===== src/rtl/pqmm_pkg.sv =====
// shared types and codes for the min/max priority queue
`timescale 1ns / 1ps
package pqmm_pkg;

  localparam logic [1:0] CMD_INSERT = 2'd0;
  localparam logic [1:0] CMD_REMOVE = 2'd1;
  localparam logic [1:0] CMD_UPDATE = 2'd2;
  localparam logic [1:0] CMD_ERASE  = 2'd3;

  localparam logic [2:0] ST_DONE     = 3'd0;
  localparam logic [2:0] ST_EMPTY    = 3'd1;
  localparam logic [2:0] ST_NOT_FOUND = 3'd2;
  localparam logic [2:0] ST_FULL     = 3'd3;
  localparam logic [2:0] ST_NOT_MORE = 3'd4;

  localparam int unsigned COUNT_BITS = 5;

  // controller to datapath
  typedef struct packed {
    logic load;        // capture input beat
    logic scan_start;  // scan index to 0, clear found and best
    logic scan_step;   // compare entry at scan index, advance
    logic write_new;   // write inserted entry at tail
    logic write_prio;  // write new prio at found position
    logic shift_start; // index to drop position + 1
    logic shift_step;  // copy entry idx+1 into idx, advance
    logic dec_total;   // count down after a drop
    logic out_load;    // capture result into output register
  } pqmm_cmd_t;

  // datapath to controller
  typedef struct packed {
    logic [1:0] cmd;
    logic       scan_done;  // scan index reached the count
    logic       found;      // key match seen
    logic       shift_done; // shift reached the end
    logic       full;
    logic       empty;
    logic       more_urgent; // new prio beats held prio at found position
  } pqmm_sts_t;

endpackage


===== src/rtl/pqmm_ram.sv =====
// generic single write, single read ram with registered read
`timescale 1ns / 1ps
module pqmm_ram #(
  parameter int WIDTH = 16,
  parameter int DEPTH = 16
) (
  input  logic                     clk,
  input  logic                     we,
  input  logic [$clog2(DEPTH)-1:0] waddr,
  input  logic [WIDTH-1:0]         wdata,
  input  logic [$clog2(DEPTH)-1:0] raddr,
  output logic [WIDTH-1:0]         rdata
);
  logic [WIDTH-1:0] mem_r [DEPTH];

  always_ff @(posedge clk) begin
    if (we) mem_r[waddr] <= wdata;
    rdata <= mem_r[raddr];
  end
endmodule


===== src/rtl/pqmm_datapath.sv =====
// entry storage, scan and shift datapath of the priority queue
`timescale 1ns / 1ps
module pqmm_datapath
  import pqmm_pkg::*;
#(
  parameter int DEPTH     = 16,
  parameter int KEY_BITS  = 16,
  parameter int PRIO_BITS = 16
) (
  input  logic                        clk,
  input  logic                        rst_n,
  input  logic                        serve_highest,
  input  logic [1:0]                  in_cmd,
  input  logic [KEY_BITS-1:0]         in_key,
  input  logic signed [PRIO_BITS-1:0] in_prio,
  input  pqmm_cmd_t                   ctl,
  output pqmm_sts_t                   sts,
  input  logic [2:0]                  status_in,
  output logic [2:0]                  out_status,
  output logic                        out_top_valid,
  output logic [KEY_BITS-1:0]         out_top_key,
  output logic signed [PRIO_BITS-1:0] out_top_prio,
  output logic [COUNT_BITS-1:0]       out_count
);
  localparam int AW = $clog2(DEPTH);
  localparam int TW = $clog2(DEPTH + 1);

  logic [1:0]                  cmd_r;
  logic [KEY_BITS-1:0]         key_r;
  logic signed [PRIO_BITS-1:0] prio_r;
  logic [TW-1:0]               total_r;
  logic [TW-1:0]               idx_r;      // address presented to ram
  logic                        rd_ok_r;    // ram data belongs to rd_idx_r
  logic [AW-1:0]               rd_idx_r;
  logic                        found_r;
  logic [AW-1:0]               pos_r;
  logic signed [PRIO_BITS-1:0] pos_prio_r;
  logic                        best_v_r;
  logic [KEY_BITS-1:0]         best_key_r;
  logic signed [PRIO_BITS-1:0] best_prio_r;
  logic [AW-1:0]               best_idx_r;

  logic [KEY_BITS-1:0]         rk;
  logic signed [PRIO_BITS-1:0] rp;
  logic                        we;
  logic [AW-1:0]               waddr;
  logic [KEY_BITS-1:0]         wkey;
  logic signed [PRIO_BITS-1:0] wprio;
  logic                        beats;
  logic [AW-1:0]               drop_pos;

  // remove drops the top entry, erase drops the matched one
  assign drop_pos = (cmd_r == CMD_REMOVE) ? best_idx_r : pos_r;

  // shift moves idx+1 into idx: write address is read address - 1
  always_comb begin
    we    = 1'b0;
    waddr = rd_idx_r;
    wkey  = rk;
    wprio = rp;
    if (ctl.write_new) begin
      we = 1'b1; waddr = total_r[AW-1:0]; wkey = key_r; wprio = prio_r;
    end else if (ctl.write_prio) begin
      we = 1'b1; waddr = pos_r; wkey = key_r; wprio = prio_r;
    end else if (ctl.shift_step && rd_ok_r) begin
      we = 1'b1; waddr = rd_idx_r - AW'(1);
    end
  end

  pqmm_ram #(.WIDTH(KEY_BITS), .DEPTH(DEPTH)) u_keys (
    .clk(clk), .we(we), .waddr(waddr), .wdata(wkey),
    .raddr(idx_r[AW-1:0]), .rdata(rk));
  pqmm_ram #(.WIDTH(PRIO_BITS), .DEPTH(DEPTH)) u_prios (
    .clk(clk), .we(we), .waddr(waddr), .wdata(wprio),
    .raddr(idx_r[AW-1:0]), .rdata(rp));

  assign beats = serve_highest ? (rp > best_prio_r) : (rp < best_prio_r);

  always_ff @(posedge clk) begin
    if (!rst_n) begin
      total_r <= '0;
      rd_ok_r <= 1'b0;
      idx_r   <= '0;
    end else begin
      if (ctl.load) begin
        cmd_r  <= in_cmd;
        key_r  <= in_key;
        prio_r <= in_prio;
      end
      if (ctl.write_new) total_r <= total_r + TW'(1);
      else if (ctl.dec_total) total_r <= total_r - TW'(1);
      if (ctl.scan_start) begin
        idx_r    <= '0;
        rd_ok_r  <= 1'b0;
        found_r  <= 1'b0;
        best_v_r <= 1'b0;
      end else if (ctl.shift_start) begin
        // first read one past the dropped slot
        idx_r   <= TW'(drop_pos) + TW'(1);
        rd_ok_r <= 1'b0;
      end else if (ctl.scan_step || ctl.shift_step) begin
        if (idx_r < total_r) begin
          idx_r    <= idx_r + TW'(1);
          rd_ok_r  <= 1'b1;
          rd_idx_r <= idx_r[AW-1:0];
        end else begin
          rd_ok_r <= 1'b0;
        end
        if (ctl.scan_step && rd_ok_r) begin
          if (!found_r && rk == key_r) begin
            found_r    <= 1'b1;
            pos_r      <= rd_idx_r;
            pos_prio_r <= rp;
          end
          // strict compare keeps the earliest arrival on ties
          if (!best_v_r || beats) begin
            best_v_r    <= 1'b1;
            best_key_r  <= rk;
            best_prio_r <= rp;
            best_idx_r  <= rd_idx_r;
          end
        end
      end else begin
        rd_ok_r <= 1'b0;
      end
    end
  end

  always_ff @(posedge clk) begin
    if (ctl.out_load) begin
      out_status    <= status_in;
      out_top_valid <= best_v_r;
      out_top_key   <= best_v_r ? best_key_r : '0;
      out_top_prio  <= best_v_r ? best_prio_r : '0;
      out_count     <= COUNT_BITS'(total_r);
    end
  end

  assign sts.cmd         = cmd_r;
  assign sts.scan_done   = (idx_r >= total_r) && !rd_ok_r;
  assign sts.found       = found_r;
  assign sts.shift_done  = (idx_r >= total_r) && !rd_ok_r;
  assign sts.full        = (total_r >= TW'(DEPTH));
  assign sts.empty       = (total_r == '0);
  assign sts.more_urgent = serve_highest ? (prio_r > pos_prio_r) : (prio_r < pos_prio_r);
endmodule


===== src/rtl/pqmm_ctrl.sv =====
// sequencing state machine of the priority queue
`timescale 1ns / 1ps
module pqmm_ctrl
  import pqmm_pkg::*;
(
  input  logic      clk,
  input  logic      rst_n,
  input  logic      in_valid,
  output logic      in_stall,
  output logic      out_valid,
  input  logic      out_stall,
  input  pqmm_sts_t sts,
  output pqmm_cmd_t ctl,
  output logic [2:0] status
);
  typedef enum logic [2:0] {S_IDLE, S_SCAN1, S_ACT, S_SHIFT, S_SCAN2} state_t;
  state_t     state_r, state_nxt;
  logic       out_valid_r, out_valid_nxt;
  logic [2:0] status_r, status_nxt;

  assign in_stall  = (state_r != S_IDLE) || (out_valid_r && out_stall);
  assign out_valid = out_valid_r;
  assign status    = status_r;

  always_comb begin
    state_nxt     = state_r;
    out_valid_nxt = out_valid_r && out_stall;
    status_nxt    = status_r;
    ctl           = '0;
    case (state_r)
      S_IDLE: if (in_valid && !in_stall) begin
        ctl.load       = 1'b1;
        ctl.scan_start = 1'b1;
        state_nxt      = S_SCAN1;
      end
      S_SCAN1: begin
        if (sts.scan_done) state_nxt = S_ACT;
        else ctl.scan_step = 1'b1;
      end
      S_ACT: begin
        status_nxt     = ST_DONE;
        state_nxt      = S_SCAN2;
        ctl.scan_start = 1'b1;
        case (sts.cmd)
          CMD_INSERT: begin
            if (sts.full) status_nxt = ST_FULL;
            else ctl.write_new = 1'b1;
          end
          CMD_REMOVE: begin
            if (sts.empty) status_nxt = ST_EMPTY;
            else begin
              ctl.scan_start  = 1'b0;
              ctl.shift_start = 1'b1;
              state_nxt       = S_SHIFT;
            end
          end
          CMD_UPDATE: begin
            if (!sts.found) status_nxt = ST_NOT_FOUND;
            else if (!sts.more_urgent) status_nxt = ST_NOT_MORE;
            else ctl.write_prio = 1'b1;
          end
          default: begin
            if (!sts.found) status_nxt = ST_NOT_FOUND;
            else begin
              ctl.scan_start  = 1'b0;
              ctl.shift_start = 1'b1;
              state_nxt       = S_SHIFT;
            end
          end
        endcase
      end
      S_SHIFT: begin
        if (sts.shift_done) begin
          ctl.dec_total  = 1'b1;
          ctl.scan_start = 1'b1;
          state_nxt      = S_SCAN2;
        end else begin
          ctl.shift_step = 1'b1;
        end
      end
      S_SCAN2: begin
        if (sts.scan_done) begin
          ctl.out_load  = 1'b1;
          out_valid_nxt = 1'b1;
          state_nxt     = S_IDLE;
        end else begin
          ctl.scan_step = 1'b1;
        end
      end
      default: state_nxt = S_IDLE;
    endcase
  end

  always_ff @(posedge clk) begin
    if (!rst_n) begin
      state_r     <= S_IDLE;
      out_valid_r <= 1'b0;
      status_r    <= ST_DONE;
    end else begin
      state_r     <= state_nxt;
      out_valid_r <= out_valid_nxt;
      status_r    <= status_nxt;
    end
  end
endmodule


===== src/rtl/priority_queue_min_max.sv =====
// top level of the min/max priority queue with decrease-key
// an accepted beat runs two entry scans over one ram read port before out_valid;
// a drop adds a shift pass from the dropped slot up to the count
// throughput: one beat at a time; the next beat can be taken in the same cycle as the result is taken
// reset: synchronous active-low rst_n empties the queue and sets serve_highest to 1
// entry rams are not cleared; only slots below the count are read
`timescale 1ns / 1ps
module priority_queue_min_max
  import pqmm_pkg::*;
#(
  parameter int DEPTH     = 16,
  parameter int KEY_BITS  = 16,
  parameter int PRIO_BITS = 16
) (
  input  logic                        clk,
  input  logic                        rst_n,
  input  logic                        cfg_we,
  input  logic                        cfg_wdata,
  input  logic                        in_valid,
  output logic                        in_stall,
  input  logic [1:0]                  in_cmd,
  input  logic [KEY_BITS-1:0]         in_key,
  input  logic signed [PRIO_BITS-1:0] in_prio,
  output logic                        out_valid,
  input  logic                        out_stall,
  output logic [2:0]                  out_status,
  output logic                        out_top_valid,
  output logic [KEY_BITS-1:0]         out_top_key,
  output logic signed [PRIO_BITS-1:0] out_top_prio,
  output logic [COUNT_BITS-1:0]       out_count
);
  logic      serve_highest_r;
  pqmm_cmd_t ctl;
  pqmm_sts_t sts;
  logic [2:0] status;

  // mode register
  always_ff @(posedge clk) begin
    if (!rst_n) serve_highest_r <= 1'b1;
    else if (cfg_we) serve_highest_r <= cfg_wdata;
  end

  pqmm_ctrl u_ctrl (
    .clk(clk), .rst_n(rst_n), .in_valid(in_valid), .in_stall(in_stall),
    .out_valid(out_valid), .out_stall(out_stall), .sts(sts), .ctl(ctl),
    .status(status));

  pqmm_datapath #(.DEPTH(DEPTH), .KEY_BITS(KEY_BITS), .PRIO_BITS(PRIO_BITS)) u_dp (
    .clk(clk), .rst_n(rst_n), .serve_highest(serve_highest_r),
    .in_cmd(in_cmd), .in_key(in_key), .in_prio(in_prio),
    .ctl(ctl), .sts(sts), .status_in(status),
    .out_status(out_status), .out_top_valid(out_top_valid),
    .out_top_key(out_top_key), .out_top_prio(out_top_prio), .out_count(out_count));
endmodule

===== config.mk =====
export PLATFORM = sky130hd
export DESIGN_NAME = priority_queue_min_max
export DESIGN_NICKNAME = d
export VERILOG_FILES = /design/src/rtl/pqmm_pkg.sv /design/src/rtl/pqmm_ram.sv /design/src/rtl/pqmm_datapath.sv /design/src/rtl/pqmm_ctrl.sv /design/src/rtl/priority_queue_min_max.sv
export SDC_FILE = /design/constraint.sdc
export NUM_CORES = 1
export LEC_CHECK = 0
export BUFFER_PORTS_ARGS = -buffer_cell sky130_fd_sc_hd__buf_2
export CORE_UTILIZATION = 50
export DETAILED_ROUTE_END_ITERATION = 16
export PLACE_DENSITY_LB_ADDON = 0.15
export SYNTH_ARGS = -nofsm -noshare
export SYNTH_HDL_FRONTEND = slang
export SYNTH_SLANG_ARGS = --single-unit
export TNS_END_PERCENT = 1

===== constraint.sdc =====
create_clock -name clk -period 5.1 [get_ports clk]
set_clock_uncertainty 0.05 [all_clocks]
set_input_delay 1.02 -clock clk [delete_from_list [all_inputs] [get_ports clk]]
set_output_delay 1.02 -clock clk [all_outputs]
set_load 0.01 [all_outputs]

==> summary.md, run 1 <==
| Metric | Value |
|---|---|
| Outcome | complete, no violations |
| Worst min path class | reg -> reg |
| Pint | 10.0 mW |
| Register area share after synthesis | 75.5% |
| Max Root-Sink Buffers | 3 |
| Pleak | 10.0 nW |
| Startpoint Class | flop |
| Max-cap viol count | 0 |
| Mux contribution to synthesized area | 15.0% |
| WL met2 | 27100 um |
| WL met3 | 3390 um |
| Final TNS setup | 0 ns |
| CP Buf/Inv Count | 1 |
| Post-Synth Adder-Cell Area | 2.01% |
| Largest family of logic cells by synthesized area | multiplexers |
| CP endpoint kind | flop |
| Simple-gate share of the synthesized area | 3.32% |
| Final setup fails | 0 |
| Final ANT Viol Nets | 0 |
| Power Density | 413 nW/um2 |
| Via count | 13000 |
| Slowest cell on crit path | mux2i_1 |
| Post_cts resized | 0 |
| FMAX | 0.223 GHz |
| Number of H-tree levels | 3 |
| CTS Root Buffer Type | clkbuf_16 |
| Post-synthesis register bit count | 700 |
| # DRC | 0 |
| Post-layout min period | 4.48 ns |
| Vias per cell | 5.87 |
| Biggest area consumer among synthesized cells | edfxtp_1 |
| Largest net degree at the start of global routing | 133 |
| DPL Wire Length | 35000 um |
| Setup Buffers After CTS | 0 |
| Number of synthesized flops with an enable pin | 649 |
| Sw Ratio | 22.1% |
| Iteration-0 DRC Markers | 1163 |
| CP cell instances | ha_1 > nand4_1 > a2111o_1 > a32oi_2 > mux2i_1 > a31oi_1 > nor2_4 > buf_4 |
| Most common cell after layout, fill and taps aside | edfxtp_1 |
| Buffers on Ports | 82 |
| Vias in the first global route | 13300 |
| Wirelength per Cell | 26.0 um |
| XOR/XNOR share of the synthesized area | 0.774% |
| Die area | 55300 um2 |
| Syn_nets | 1408 |
| Post-synth top area share | 71.7% |
| Critical path class | reg -> reg |
| Largest vdd supply drop | 0.000231 V |
| CTS tree | done |
| Post-synthesis async set-or-reset flop share | 0% |
| Synth cell types | 59 |
| Clk Latency, worst-skew pair | 0.61 ns |
| CP max FO | 18 |
| Top cells by area, synth | edfxtp_1 72%, mux4_2 13%, dfxtp_1 3.8% |
| Sequential group share of total power | 51.8% |
| Worst Path Required | 5.35 ns |
| Post-Route Utilization | 58.0% |
| Setup ws final | 0.620 ns |
| Placed cells | 2088 |
| Fin. Hold Viols | 0 |
| I/O pin count | 83 |
| First-pass GRT wire length | 86800 um |
| Mapped Area | 27200 um2 |
| Top Metal Used | met4 |
| Cts-stage hold buffer count | 0 |
| Pwr Total | 12.9 mW |
| Gr ovfl total | 0 |
| Post-Layout Cell Count | 2223 |
| Sw power | 2.84 mW |
| Period utilization | 87.8% |
| RSZ-0062 raised after global routing | false |
| Critical Path Max Stage Delay | 0.83 ns |
| M1 WL | 26200 um |
| Layout area overhead | 14.6% |
| CP arrival | 4.73 ns |
| Final slew viol count | 0 |
| GRT Util Overall | 21.6% |
| Inserted Clock Buffers | 73 |
| Initial Utilization | 50.6% |
| Synth Area in Compound Gates | 2.05% |
| Final wirelength | 57900 um |
| Core Rows | 85 |
| Antenna diode count | 0 |
| Ys Warns | 0 |
| Die Ht | 235 um |
| Drt pass-1 iters | 7 |
| Average instance area after synthesis | 20.5 um2 |
| CTS sink cnt | 700 |
| GPL Wtd Cong | 0.829 |
| Clock Power Share | 40.5% |
| Gate power share | 7.7% |
| Antenna violations before repair | 1 |
| Pre-CTS setup slack | 0.610 ns |
| Most used DFF post-synth | edfxtp_1 |
| Layout cells sized above 1 | 28.9% |
| Clock-pin slew on the worst setup and hold paths | 0.06 ns |
| CP delay by family, top | compound AO/OA/AOI/OAI gates |
| Core Area | 53700 um2 |
| Syn Inst Count | 1325 |
| Slew @ Worst Pin | 0.940 ns |
| Most frequent cells in the layout | 649 x edfxtp_1, 160 x mux4_2, 82 x buf_2, 77 x clkbuf_16, 47 x dfxtp_1 |
| Filler instances | 3863 |
| Nets | 1550 |
| Die Span X | 235 um |
| Slew HR | 35.5% |
## registers in the layout, summed over array words and instances (netlist names), 4 cells and up
register / flops
u_dp.out_top_prio: 16
u_dp.prio_r: 16
u_dp.out_top_key: 16
u_dp.rd_idx_r: 4
u_dp.best_idx_r: 4
u_dp.total_r: 5
u_dp.key_r: 16
u_dp.best_key_r: 16
u_dp.pos_prio_r: 16
u_dp.best_prio_r: 16
u_dp.u_prios.rdata: 16
u_dp.out_count: 5
u_dp.u_prios.mem_r: 256
u_dp.idx_r: 5
u_dp.u_keys.rdata: 16
u_dp.u_keys.mem_r: 256
u_dp.pos_r: 4
## metrics by stage
step	instance area, um2	hold WS, ns
detailed placement	28800	0.360
floorplan	27200	0.353
global route	31100	0.380
global placement	28800	0.366
CTS	31100	0.374
finish	31100	0.376
## layout make-up
| cell class | instances | area, um2 | area share, % |
|---|---|---|---|
| inverters | 46 | 173 | 0.555 |
| well taps | 696 | 871 | 2.80 |
| multi-input cells | 526 | 6420 | 20.6 |
| clock inverters | 31 | 298 | 0.957 |
| flip-flops and latches | 700 | 20500 | 65.9 |
| clock buffers | 104 | 2050 | 6.58 |
| repair buffers | 120 | 796 | 2.56 |
## cells in the mapped netlist, types with 4 or more instances
| library cell | n |
|---|---|
| a211oi_1 | 5 |
| a21o_1 | 4 |
| a21oi_1 | 23 |
| a31oi_1 | 8 |
| and2_1 | 33 |
| buf_1 | 17 |
| buf_2 | 6 |
| clkbuf_1 | 30 |
| dfxtp_1 | 51 |
| edfxtp_1 | 649 |
| ha_1 | 42 |
| inv_1 | 45 |
| mux2_2 | 32 |
| mux2i_1 | 10 |
| mux4_2 | 160 |
| nand2_1 | 36 |
| nand3_1 | 8 |
| nand4_1 | 8 |
| nor2_1 | 47 |
| nor2b_1 | 6 |
| nor3_1 | 13 |
| o21a_1 | 10 |
| o21ai_0 | 9 |
| xnor2_1 | 11 |
| xor2_1 | 13 |
## power by group through the flow
stage,logic (mW),registers (mW),clock network [mW]
2_1_floorplan,0.664,6.74,0
3_3_place_gp,0.990,6.78,0
3_5_place_dp,1.01,6.79,0
4_1_cts,1.01,6.67,5.32
5_1_grt,1.09,6.68,5.54
6_report,0.995,6.66,5.20
## kinds of logic after synthesis
family / count (synthesis)
compound gates: 80
fa+ha+maj: 43
simple gates: 177
flops: 700
buf+inv: 99
mux: 202
xor+xnor: 24
## metal layers
metal | global-route usage, % | vias to the layer above
li1 | - | 5672
met1 | 32.4 | 6903
met2 | 32.7 | 390
met3 | 3.54 | 83
met4 | 6.96 | 0
met5 | 0 | -
## final timing paths
kind / endpoint / cells past startpoint / slack [ns] / from
setup / recovery: u_dp.u_keys.mem_r[2][9] / 8 / 0.62 / u_dp.prio_r[13]
setup reg to reg: u_dp.u_keys.mem_r[2][9] / 8 / 0.62 / u_dp.prio_r[13]
hold / removal: u_dp.out_status[1] / 0 / 0.38 / u_ctrl.status[1]
hold reg to reg: u_dp.out_status[1] / 0 / 0.38 / u_ctrl.status[1]
(Power assumes the default switching activity.)
==> run 2: changes to the inputs <==
CORE_ASPECT_RATIO = 1.4   (was unset)
==> run 2 against run 1 <==
  * Wire length grew 1.3%
  * Via count shrank 0.54%
  * Combinational power about the same
  * Worst hold slack better by 0.0024 ns
  * First-iteration DRC count decreased by 2.7%
  * Fmax rose by 3.2%
  * Sequential power about the same
  * Critical path depth did not move
  * Critical path type unchanged
  * Critical endpoint is now u_dp.u_prios.mem_r[0][13]
  * Largest cell class unchanged
==> summary.md, run 2 (synthesized netlist as in run 1, its figures left out) <==
| Metric | Value |
|---|---|
| Core Rows | 100 (+18%) |
| CP cell instances | ha_1 > nand4_1 > a2111o_1 > a32oi_2 > mux2i_1 > a31oi_1 > nor2_4 > buf_4 |
| Vias per cell | 5.83 (-0.59%) |
| Setup Buffers After CTS | 0 (unchanged) |
| DPL Wire Length | 35800 um (+2.4%) |
| Iteration-0 DRC Markers | 1132 (-2.7%) |
| Post-layout min period | 4.34 ns (-0.140 ns) |
| Hold path depth | 0 (unchanged) |
| Critical Path Max Stage Delay | 0.85 ns (+0.02 ns) |
| CTS Root Buffer Type | clkbuf_16 |
| Area of the multi-input gates | 6420 um2 (unchanged) |
| Wirelength per Cell | 26.4 um (+1.3%) |
| Worst reg2reg path depth | 8 (unchanged) |
| CP endpoint kind | flop |
| Core Area | 53400 um2 (-0.52%) |
| Hold Path End | u_dp.out_status[1] |
| CTS sink cnt | 700 (unchanged) |
| Number of H-tree levels | 3 (unchanged) |
| Register Area | 20500 um2 (unchanged) |
| Inserted Clock Buffers | 67 (-8.2%) |
| Antenna diode count | 0 (unchanged) |
| Fin. Hold Viols | 0 (unchanged) |
| Final setup fails | 0 (unchanged) |
| Final TNS setup | 0 ns (unchanged) |
| RSZ-0062 raised after global routing | false |
| Worst r2r dst | u_dp.u_prios.mem_r[0][13] |
| Die Span X | 199 um (-15%) |
| Worst Path Required | 5.34 ns (about the same) |
| CTS tree | done |
| Power Density | 406 nW/um2 (-1.7%) |
| Gr ovfl total | 0 (unchanged) |
| CP arrival | 4.58 ns (-0.15 ns) |
| Initial Utilization | 50.9% (+0.27 points) |
| Pre-CTS setup slack | 0.752 ns (+0.142 ns) |
| Final wirelength | 58700 um (+1.3%) |
| Buffers on Ports | 82 (unchanged) |
| Via count | 13000 (-0.54%) |
| Startpoint Class | flop |
| Slowest cell on crit path | mux2i_1 |
| FMAX | 0.230 GHz (+3.2%) |
| Max-cap viol count | 0 (unchanged) |
| Pleak | 9.95 nW (-0.99%) |
| Period utilization | 85.1% (-2.7 points) |
| I/O pin count | 83 (unchanged) |
| GPL Wtd Cong | 0.803 (-3.1%) |
| HP Start | u_ctrl.status[1] |
| Die Ht | 278 um (+18%) |
| CP max FO | 13 (-5) |
| Final ANT Viol Nets | 0 (unchanged) |
| Drt pass-1 iters | 5 (-2) |
| Vias in the first global route | 13600 (+2.2%) |
| Cts-stage hold buffer count | 0 (unchanged) |
| Slew HR | 23.0% (-12 points) |
| GRT Util Overall | 22.3% (+0.73 points) |
| Setup ws final | 0.760 ns (+0.140 ns) |
| Outcome | complete, no violations |
| Clock-pin slew on the worst setup and hold paths | 0.06 ns (about the same) |
| Most frequent cells in the layout | 649 x edfxtp_1, 160 x mux4_2, 82 x buf_2, 70 x clkbuf_16, 47 x dfxtp_1 |
| Largest net degree at the start of global routing | 133 (unchanged) |
| Max Root-Sink Buffers | 3 (unchanged) |
| Worst min path class | reg -> reg |
| Final slew viol count | 0 (unchanged) |
| RR Startpoint | u_dp.prio_r[11] |
| First-pass GRT wire length | 87800 um (+1.1%) |
| Most common cell after layout, fill and taps aside | edfxtp_1 |
| Critical path class | reg -> reg |
| Biggest regs | u_dp.u_keys.mem_r (256), u_dp.u_prios.mem_r (256) |
| Post_cts resized | 0 (unchanged) |
| Largest vdd supply drop | 0.000197 V (-15%) |
| Clk Latency, worst-skew pair | 0.61 ns (about the same) |
| Layout cells sized above 1 | 28.9% (+0.060 points) |
| Antenna violations before repair | 3 (+2) |
| # DRC | 0 (unchanged) |
| Post-Route Utilization | 57.9% (about the same) |
| Die area | 55300 um2 (about the same) |
| Layout area overhead | 13.9% |
| R2r setup slk | 0.76 ns (+0.14 ns) |
| Slew @ Worst Pin | 1.14 ns (+0.204 ns) |
| CP Launch Point | u_dp.prio_r[11] |
| Nets | 1541 (-0.58%) |
| Filler instances | 3948 (+2.2%) |
run 2: stage by stage:
| step | hold WS [ns] | power [mW] | cells | cell area, um2 |
|---|---|---|---|---|
| after floorplan | 0.353 | 7.40 | 1325 | 27200 |
| after global placement | 0.363 | 7.77 | 2103 | 28800 |
| after detailed placement | 0.363 | 7.80 | 2103 | 28800 |
| after CTS | 0.379 | 12.7 | 2224 | 30900 |
| after global routing | 0.386 | 13.0 | 2224 | 30900 |
| final | 0.378 | 12.6 | 2224 | 30900 |
run 2: worst max path at each step:
stage / slack [ns] / endpoint / cells after the start
after CTS: 0.73 / u_dp.u_prios.mem_r[0][13] / 8
final: 0.76 / u_dp.u_prios.mem_r[0][13] / 8
after global routing: 0.45 / u_dp.u_prios.mem_r[0][13] / 8
after global placement: 0.84 / u_dp.u_prios.mem_r[0][0] / 8
after floorplan: 0.42 / u_dp.best_idx_r[0] / 13
after detailed placement: 0.75 / u_dp.u_prios.mem_r[0][0] / 8
run 2: cell type report:
type                       count  share of cell area [%]
sequential                   700                    66.3
multi-input combinational    526                    20.7
inverter                      46                   0.558
clock inverter                27                   0.898
tap                          714                    2.89
timing repair buffer         117                    2.46
clock buffer                  94                    6.15
run 2: critical path, delay by kind of cell, from the launching register on:
kind	cells	cell delay (ns)
simple gates	2	0.77
fa+ha+maj	1	0.33
compound gates	3	1.32
flops	1	0.39
mux	1	0.85
buf+inv	1	0.32
run 2: report_power, final:
| group | switching [mW] | leakage [nW] | internal (mW) |
|---|---|---|---|
| registers | 0.0998 | 6.28 | 6.54 |
| clock network | 2.09 | 1.07 | 2.83 |
| logic | 0.637 | 2.60 | 0.376 |
run 2: layer usage:
metal  vias to the layer above  GRT usage (%)  share of wire, %
li1                       5631              -                 -
met1                      6858           30.2                41
met2                       396           36.5                51
met3                        92           4.40               6.0
met4                         0           7.08               2.3
met5                         -              0                 0
